<file path="src/rtl/cktrk_pkg.sv">
// ----------------------------------------------------------------------------
// cktrk_pkg: shared types and constants for the cursor key mode tracker
// Byte codes, match phases, key sequence beats and the item/status structs.
// ----------------------------------------------------------------------------
package cktrk_pkg;

  localparam logic [7:0] CH_ESC    = 8'h1b;
  localparam logic [7:0] CH_LBRKT  = 8'h5b;  // '['
  localparam logic [7:0] CH_QMARK  = 8'h3f;  // '?'
  localparam logic [7:0] CH_SEMI   = 8'h3b;  // ';'
  localparam logic [7:0] CH_ZERO   = 8'h30;  // '0'
  localparam logic [7:0] CH_NINE   = 8'h39;  // '9'
  localparam logic [7:0] CH_SET    = 8'h68;  // 'h'
  localparam logic [7:0] CH_RESET  = 8'h6c;  // 'l'
  localparam logic [7:0] CH_SS3    = 8'h4f;  // 'O'
  localparam logic [7:0] CH_FIN_LO = 8'h40;
  localparam logic [7:0] CH_FIN_HI = 8'h7e;
  localparam logic [7:0] CH_UP     = 8'h41;  // 'A'
  localparam logic [7:0] CH_DOWN   = 8'h42;  // 'B'
  localparam logic [7:0] CH_RIGHT  = 8'h43;  // 'C'
  localparam logic [7:0] CH_LEFT   = 8'h44;  // 'D'

  localparam logic [3:0] PARAM_MAX = 4'd15;

  localparam logic OP_BYTE  = 1'b0;
  localparam logic OP_ARROW = 1'b1;

  localparam logic [1:0] KEY_UP    = 2'd0;
  localparam logic [1:0] KEY_DOWN  = 2'd1;
  localparam logic [1:0] KEY_LEFT  = 2'd2;
  localparam logic [1:0] KEY_RIGHT = 2'd3;

  typedef enum logic [1:0] {
    PH_IDLE  = 2'd0,
    PH_ESC   = 2'd1,
    PH_CSI   = 2'd2,
    PH_PARAM = 2'd3
  } phase_t;

  typedef enum logic [1:0] {
    BEAT_ESC   = 2'd0,
    BEAT_INTRO = 2'd1,
    BEAT_FINAL = 2'd2
  } beat_t;

  typedef struct packed {
    logic       op;
    logic [7:0] data_byte;
    logic [1:0] arrow_key;
  } item_t;

  typedef struct packed {
    logic app_cursor;      // mode before the current item
    logic app_cursor_nxt;  // mode after the current item if it is a byte
  } mode_status_t;

  function automatic logic [7:0] key_final(input logic [1:0] key);
    logic [7:0] ch;
    case (key)
      KEY_UP:    ch = CH_UP;
      KEY_DOWN:  ch = CH_DOWN;
      KEY_LEFT:  ch = CH_LEFT;
      KEY_RIGHT: ch = CH_RIGHT;
      default:   ch = CH_UP;
    endcase
    return ch;
  endfunction

endpackage

</file>
<file path="src/rtl/cktrk_parser.sv">
// ----------------------------------------------------------------------------
// cktrk_parser: private-mode sequence matcher
// Tracks ESC [ ? params h/l in the output stream and holds the cursor mode.
// ----------------------------------------------------------------------------
module cktrk_parser (
  input  logic                    clk,
  input  logic                    rst_n,
  input  logic                    commit,
  input  cktrk_pkg::item_t        item,
  output cktrk_pkg::mode_status_t status
);
  import cktrk_pkg::*;

  phase_t     phase_r, phase_nxt;
  logic [3:0] param_r, param_nxt;
  logic       digits_r, digits_nxt;
  logic       one_seen_r, one_seen_nxt;
  logic       app_cursor_r, app_cursor_nxt;

  logic [7:0] ch;
  logic [7:0] accum;
  logic       close_one;
  logic       is_byte;

  assign ch      = item.data_byte;
  assign is_byte = (item.op == OP_BYTE);

  always_comb begin
    accum     = {4'd0, param_r} * 8'd10 + (ch - CH_ZERO);
    close_one = digits_r && (param_r == 4'd1);

    phase_nxt      = phase_r;
    param_nxt      = param_r;
    digits_nxt     = digits_r;
    one_seen_nxt   = one_seen_r;
    app_cursor_nxt = app_cursor_r;

    if (is_byte) begin
      if (ch == CH_ESC) begin
        phase_nxt = PH_ESC;
      end else begin
        case (phase_r)
          PH_ESC: begin
            phase_nxt = (ch == CH_LBRKT) ? PH_CSI : PH_IDLE;
          end
          PH_CSI: begin
            if (ch == CH_QMARK) begin
              phase_nxt    = PH_PARAM;
              param_nxt    = 4'd0;
              digits_nxt   = 1'b0;
              one_seen_nxt = 1'b0;
            end else begin
              phase_nxt = PH_IDLE;
            end
          end
          PH_PARAM: begin
            if (ch >= CH_ZERO && ch <= CH_NINE) begin
              param_nxt  = (accum > {4'd0, PARAM_MAX}) ? PARAM_MAX : accum[3:0];
              digits_nxt = 1'b1;
            end else if (ch == CH_SEMI) begin
              one_seen_nxt = one_seen_r | close_one;
              param_nxt    = 4'd0;
              digits_nxt   = 1'b0;
            end else if (ch == CH_SET || ch == CH_RESET) begin
              one_seen_nxt = one_seen_r | close_one;
              if (one_seen_r || close_one) begin
                app_cursor_nxt = (ch == CH_SET);
              end
              phase_nxt = PH_IDLE;
            end else if (ch >= CH_FIN_LO && ch <= CH_FIN_HI) begin
              phase_nxt = PH_IDLE;
            end
          end
          default: begin
            phase_nxt = phase_r;
          end
        endcase
      end
    end
  end

  always_ff @(posedge clk) begin
    if (!rst_n) begin
      phase_r      <= PH_IDLE;
      param_r      <= 4'd0;
      digits_r     <= 1'b0;
      one_seen_r   <= 1'b0;
      app_cursor_r <= 1'b0;
    end else if (commit) begin
      phase_r      <= phase_nxt;
      param_r      <= param_nxt;
      digits_r     <= digits_nxt;
      one_seen_r   <= one_seen_nxt;
      app_cursor_r <= app_cursor_nxt;
    end
  end

  assign status.app_cursor     = app_cursor_r;
  assign status.app_cursor_nxt = app_cursor_nxt;

  // Only a committed output byte may move the mode.
  a_mode_only_on_byte: assert property (@(posedge clk) disable iff (!rst_n)
    !(commit && is_byte) |=> $stable(app_cursor_r))
    else $error("cursor mode changed without a committed byte");

  a_esc_restarts: assert property (@(posedge clk) disable iff (!rst_n)
    commit && is_byte && ch == CH_ESC |=> phase_r == PH_ESC)
    else $error("ESC did not restart matching");

  // Key presses leave the stream matcher alone.
  a_arrow_keeps_phase: assert property (@(posedge clk) disable iff (!rst_n)
    commit && !is_byte |=> $stable(phase_r) && $stable(param_r))
    else $error("arrow key disturbed sequence state");

endmodule

</file>
<file path="src/rtl/cktrk_emit.sv">
// ----------------------------------------------------------------------------
// cktrk_emit: result register and key sequence sequencer
// Holds one result; an arrow key plays out as three beats from this register.
// ----------------------------------------------------------------------------
module cktrk_emit (
  input  logic                    clk,
  input  logic                    rst_n,
  input  logic                    load,
  input  cktrk_pkg::item_t        item,
  input  cktrk_pkg::mode_status_t status,
  output logic                    load_ready,
  output logic                    out_valid,
  input  logic                    out_ready,
  output logic [7:0]              out_out_byte,
  output logic                    out_out_valid,
  output logic                    out_last,
  output logic                    out_app_cursor_mode
);
  import cktrk_pkg::*;

  logic       valid_r;
  logic       arrow_r;
  beat_t      beat_r, beat_nxt;
  logic [1:0] key_r;
  logic       mode_r;
  logic       last_beat;
  logic       xfer;

  assign last_beat  = !arrow_r || (beat_r == BEAT_FINAL);
  assign xfer       = valid_r && out_ready;
  assign load_ready = !valid_r || (out_ready && last_beat);

  always_comb begin
    case (beat_r)
      BEAT_ESC:   beat_nxt = BEAT_INTRO;
      BEAT_INTRO: beat_nxt = BEAT_FINAL;
      BEAT_FINAL: beat_nxt = BEAT_FINAL;
      default:    beat_nxt = BEAT_ESC;
    endcase
  end

  always_ff @(posedge clk) begin
    if (!rst_n) begin
      valid_r <= 1'b0;
      arrow_r <= 1'b0;
      beat_r  <= BEAT_ESC;
    end else if (load) begin
      valid_r <= 1'b1;
      arrow_r <= (item.op == OP_ARROW);
      beat_r  <= BEAT_ESC;
    end else if (xfer) begin
      if (last_beat) begin
        valid_r <= 1'b0;
      end else begin
        beat_r <= beat_nxt;
      end
    end
  end

  // Arrow keys report the mode in force; bytes report the mode they leave.
  always_ff @(posedge clk) begin
    if (load) begin
      key_r  <= item.arrow_key;
      mode_r <= (item.op == OP_ARROW) ? status.app_cursor : status.app_cursor_nxt;
    end
  end

  always_comb begin
    if (!arrow_r) begin
      out_out_byte = 8'd0;
    end else begin
      case (beat_r)
        BEAT_ESC:   out_out_byte = CH_ESC;
        BEAT_INTRO: out_out_byte = mode_r ? CH_SS3 : CH_LBRKT;
        BEAT_FINAL: out_out_byte = key_final(key_r);
        default:    out_out_byte = 8'd0;
      endcase
    end
  end

  assign out_valid           = valid_r;
  assign out_out_valid       = arrow_r;
  assign out_last            = last_beat;
  assign out_app_cursor_mode = mode_r;

  a_byte_single_beat: assert property (@(posedge clk) disable iff (!rst_n)
    valid_r && !arrow_r |-> beat_r == BEAT_ESC)
    else $error("byte result off its first beat");

  a_beat_advance: assert property (@(posedge clk) disable iff (!rst_n)
    xfer && !last_beat |=> valid_r && arrow_r && beat_r == beat_t'($past(beat_r) + 2'd1))
    else $error("key sequence beat skipped or dropped");

  a_no_load_midseq: assert property (@(posedge clk) disable iff (!rst_n)
    valid_r && !last_beat |-> !load)
    else $error("new item loaded during key sequence");

endmodule

</file>
<file path="src/rtl/cursor_key_mode_tracker.sv">
// ----------------------------------------------------------------------------
// cursor_key_mode_tracker: DECCKM cursor key mode tracker and arrow encoder
// Follows ESC [ ? ... h/l in terminal output and encodes arrow key presses.
// ----------------------------------------------------------------------------
// Each input item passes an input register, then the sequence matcher and a
// result register. Terminal output bytes sustain one item per cycle with one
// result each while out_ready is high. An arrow key press gives three results
// (ESC, 'O' or '[', final letter) from the result register, and the next item
// waits in the input register until the final one is taken; the result
// register's three-beat sequencer sets the order. The mode reported with an
// arrow key is the mode after all earlier output bytes.
module cursor_key_mode_tracker (
  input  logic       clk,
  input  logic       rst_n,
  input  logic       in_valid,
  output logic       in_ready,
  input  logic       in_op,
  input  logic [7:0] in_data_byte,
  input  logic [1:0] in_arrow_key,
  output logic       out_valid,
  input  logic       out_ready,
  output logic [7:0] out_out_byte,
  output logic       out_out_valid,
  output logic       out_last,
  output logic       out_app_cursor_mode
);
  import cktrk_pkg::*;

  logic         s1_valid_r;
  item_t        s1_item_r;
  logic         emit_ready;
  logic         s1_fire;
  mode_status_t status;

  assign s1_fire  = s1_valid_r && emit_ready;
  assign in_ready = !s1_valid_r || emit_ready;

  always_ff @(posedge clk) begin
    if (!rst_n) begin
      s1_valid_r <= 1'b0;
    end else if (in_ready) begin
      s1_valid_r <= in_valid;
    end
  end

  always_ff @(posedge clk) begin
    if (in_ready && in_valid) begin
      s1_item_r.op        <= in_op;
      s1_item_r.data_byte <= in_data_byte;
      s1_item_r.arrow_key <= in_arrow_key;
    end
  end

  cktrk_parser u_parser (
    .clk    (clk),
    .rst_n  (rst_n),
    .commit (s1_fire),
    .item   (s1_item_r),
    .status (status)
  );

  cktrk_emit u_emit (
    .clk                 (clk),
    .rst_n               (rst_n),
    .load                (s1_fire),
    .item                (s1_item_r),
    .status              (status),
    .load_ready          (emit_ready),
    .out_valid           (out_valid),
    .out_ready           (out_ready),
    .out_out_byte        (out_out_byte),
    .out_out_valid       (out_out_valid),
    .out_last            (out_last),
    .out_app_cursor_mode (out_app_cursor_mode)
  );

endmodule
</file>
<file path="config.mk">
export PLATFORM = sky130hd
export DESIGN_NAME = cursor_key_mode_tracker
export DESIGN_NICKNAME = d
export VERILOG_FILES = /design/src/rtl/cktrk_pkg.sv /design/src/rtl/cktrk_parser.sv /design/src/rtl/cktrk_emit.sv /design/src/rtl/cursor_key_mode_tracker.sv
export SDC_FILE = /design/constraint.sdc
export NUM_CORES = 1
export LEC_CHECK = 0
export BUFFER_PORTS_ARGS = -buffer_cell sky130_fd_sc_hd__buf_2
export CAP_MARGIN = 20
export CORE_UTILIZATION = 60
export CTS_CLUSTER_DIAMETER = 30
export DETAILED_ROUTE_END_ITERATION = 12
export PLACE_DENSITY = 0.95
export SLEW_MARGIN = 20
export SYNTH_ARGS = -nofsm -noshare
export SYNTH_HDL_FRONTEND = slang
export SYNTH_SLANG_ARGS = --single-unit
</file>
<file path="constraint.sdc">
create_clock -name clk -period 9.1 [get_ports clk]
set_input_delay 0.91 -clock clk [delete_from_list [all_inputs] [get_ports clk]]
set_output_delay 0.91 -clock clk [all_outputs]
set_load 0.03 [all_outputs]
</file>
==> results.md <==
- Most used cell, CP: ha_1
- Grt ovf: 0
- Slowest CP cell: dfxtp_1
- CP required: 9320 ps
- Global-route wire length before repair: 5660 um
- Filler instances: 204
- Ys async rst share: 0%
- Maxcap violations: 0
- Hold Buf Count CTS: 0
- Critical path capture point type: flip-flop
- Failing checks: DRC
- Unique masters post-synth: 46
- Root Driver: clkbuf_4
- CP startpoint kind: flip-flop
- Min Tclk post-route: roughly 3300 ps
- Hpwl dp: 2530 um
- Final core utilization: a little under three quarters
- Vias per inst: 5.97
- Final setup skew: 9.13 ps
- Chip Width: 57.0 um
- Clock power share: 31.1%
- CP peak stage delay: 440 ps
- Max Fanout on Critical Path: 6
- Layout cells sized above 1: 18.8%
- CP Data Arrival Time: 3510 ps
- Die area: 3240 um^2
- PwrDens: 126 nW/um^2
- # rows: 19
- Fin. Hold Viols: 0
- Clock Sinks: 28
- Largest net degree at the start of global routing: 17
- Post-Syn Instances: around 180
- CTS tree: yes
- Count leader, synth: ha_1
- Initial Util: between 60 and 70%
- Pint: 194 uW
- Crit Path Class: reg2reg
- Share of the synthesized area in the top cell type: between 20% and 30%
- Tcrit/Tclk final: 36.2%
- Final setup viols: 0
- Post-CTS Setup Bufs: 0
- Clock-pin slew on the worst setup and hold paths: 140 ps
- Sequential-to-total area share from yosys stat: 38.7%
- Switch share: 23.1%
- Gate power share: 12.4%
- TNS Setup: 0 ps
- Top area cells in the synthesized netlist: edfxtp_1, ha_1, dfxtp_1
- Synthesis-to-layout area growth: 10.6%
- Core Area: 2810 um^2
- Max Clock Freq: 304 MHz
- Drt wl/cell: 13.0 um
- CTS Buf Count: 3
- Fin nets: about 250
- Synthesized area per cell: between 10 and 15 um^2
- Vias in the first global route: 1344
- Post-CTS sizing: 0
- RSZ-0062 raised after global routing: no
- Main synth FF type: edfxtp_1
- Die Y: about 57 um
- Clock Latency Late Sink: 330 ps
- Vias: 1391
- Final wirelength: 3040 um
- Pins Over Slew Limit: 0
- Pwr Total: 252 uW
- Initial antenna violation count: 0
- Longest Clk Path Bufs: 2
- Post-synth top cells: ha_1, inv_1, dfxtp_1, edfxtp_1, nor2_1
- Total track usage: 22.0%
- DRT antenna net count: 0
- Tightest Pin Transition: 520 ps
- H-tree Lvls: 1
- Critical-path cell list: ha_1 -> ha_1 -> fa_1 -> xnor2_1 -> ha_1 -> inv_1 -> ha_1 -> nor3b_1 -> nor3_1 -> a31oi_1 -> a21oi_1 -> a31oi_4 -> a221o_2
- Register area: 701 um^2
- Delay-heaviest family, CP: adder cells
- Routability congestion estimate: 0.921
- YS warnings: 0
- Ant. Diodes: 0
- Worst path bufs/invs: 1
- DR pass1 iterations: 9
- Post-synthesis cell area: roughly 1800 um^2
- Port buffer count: 25
- # IOs: 28
- Biggest area consumer among synthesized cells: edfxtp_1
- Pleak: 0.000921 uW
- Rel. slew slack: 65.1%
- # DRC: 4
- DRT iter0 DRCs: 51
- Post-synth EDFFs: 14
- Sequential power share: 56.5%
- Worst min path class: reg2reg
- Area of the multi-input gates: 1030 um^2
- Seq cells post-synth: 28
- Hold slack: ~460 ps
- Net Sw Power: 58.4 uW
- Status: finished with violations
- VDD IR-drop max: 106 uV
worst reg2reg max path, cell delays in order, from the launching register on:
cell and delay [ps]:
dfxtp_1 440, ha_1 270, ha_1 230, fa_1 410, xnor2_1 140, ha_1 280, inv_1 40, ha_1 340
nor3b_1 160, nor3_1 130, a31oi_1 60, a21oi_1 250, a31oi_4 150, a221o_2 320
final timing paths:
check	from	endpoint	slack, ps	depth (start not counted)
worst max-delay path	u_parser.param_r[3]$_SDFFE_PN0P_	u_parser.param_r[1]$_SDFFE_PN0P_	5810	13
worst min-delay path	s1_item_r[1]$_DFFE_PP_	u_emit.key_r[1]$_DFFE_PP_	460	0
worst max register to register	u_parser.param_r[3]$_SDFFE_PN0P_	u_parser.param_r[1]$_SDFFE_PN0P_	5810	13
worst min register to register	s1_item_r[1]$_DFFE_PP_	u_emit.key_r[1]$_DFFE_PP_	460	0
power by group through the flow:
stage               combinational [uW]  clock, uW  sequential (uW)
finish                            31.3       78.3              142
global placement                  30.3          0              145
global route                      34.7       84.5              143
detailed placement                31.3          0              145
floorplan                         22.4          0              145
CTS                               31.4       78.1              142
flip-flops by register name, summed over array words and instances, names as in the netlist, 2 cells and up:
register / count
u_emit.beat_r: 2
u_emit.key_r: 2
u_parser.param_r: 4
s1_item_r: 11
u_parser.phase_r: 2
layout by cell type (no fill, tap or decap), types with 4 or more instances in the layout:
cell type / count
a21oi_1: 10
a221o_2: 4
buf_2: 25
dfxtp_1: 14
edfxtp_1: 14
ha_1: 25
inv_1: 15
nand2_1: 7
nand3_1: 4
nor2_1: 11
nor2b_1: 7
nor3_1: 4
o21ai_0: 7
layout make-up:
class / instances / area share (%)
well taps: 31 / 1.94
inverters: 15 / 2.81
multi-input cells: 130 / 51.4
clock buffers: 3 / 1.12
repair buffers: 25 / 6.24
clock inverters: 1 / 1.50
flip-flops and latches: 28 / 35.0
per-stage QoR:
stage / worst slack (ps) / instance area [um^2] / cells
5_1_grt: 5630 / 2000 / 233
3_3_place_gp: 5920 / 1950 / 229
4_1_cts: 5830 / 2000 / 233
3_5_place_dp: 5840 / 1950 / 229
6_report: 5810 / 2000 / 233
2_1_floorplan: 6060 / 1820 / 178
logic make-up (layout without fill, tap and decap cells):
kind of cell	count (synthesis)	after routing	share of synthesized area, %
AND/OR/NAND/NOR	53	53	16.2
XOR/XNOR	4	4	1.93
adder cells (fa/ha/maj)	27	27	19.5
buffers and inverters	20	44	4.63
multiplexers	4	4	2.28
AO/OA/AOI/OAI	40	40	16.6
flip-flops	28	28	38.7
other	1	2	0.207
routing by layer:
layer / vias to the layer above / part of all wire, % / global-route usage (%)
met5: - / 0 / 0
met4: 0 / 0.63 / 4.53
met3: 6 / 5.5 / 4.76
met2: 54 / 51 / 40.5
met1: 640 / 42 / 26.5
li1: 691 / - / -
(Power assumes the default switching activity.)
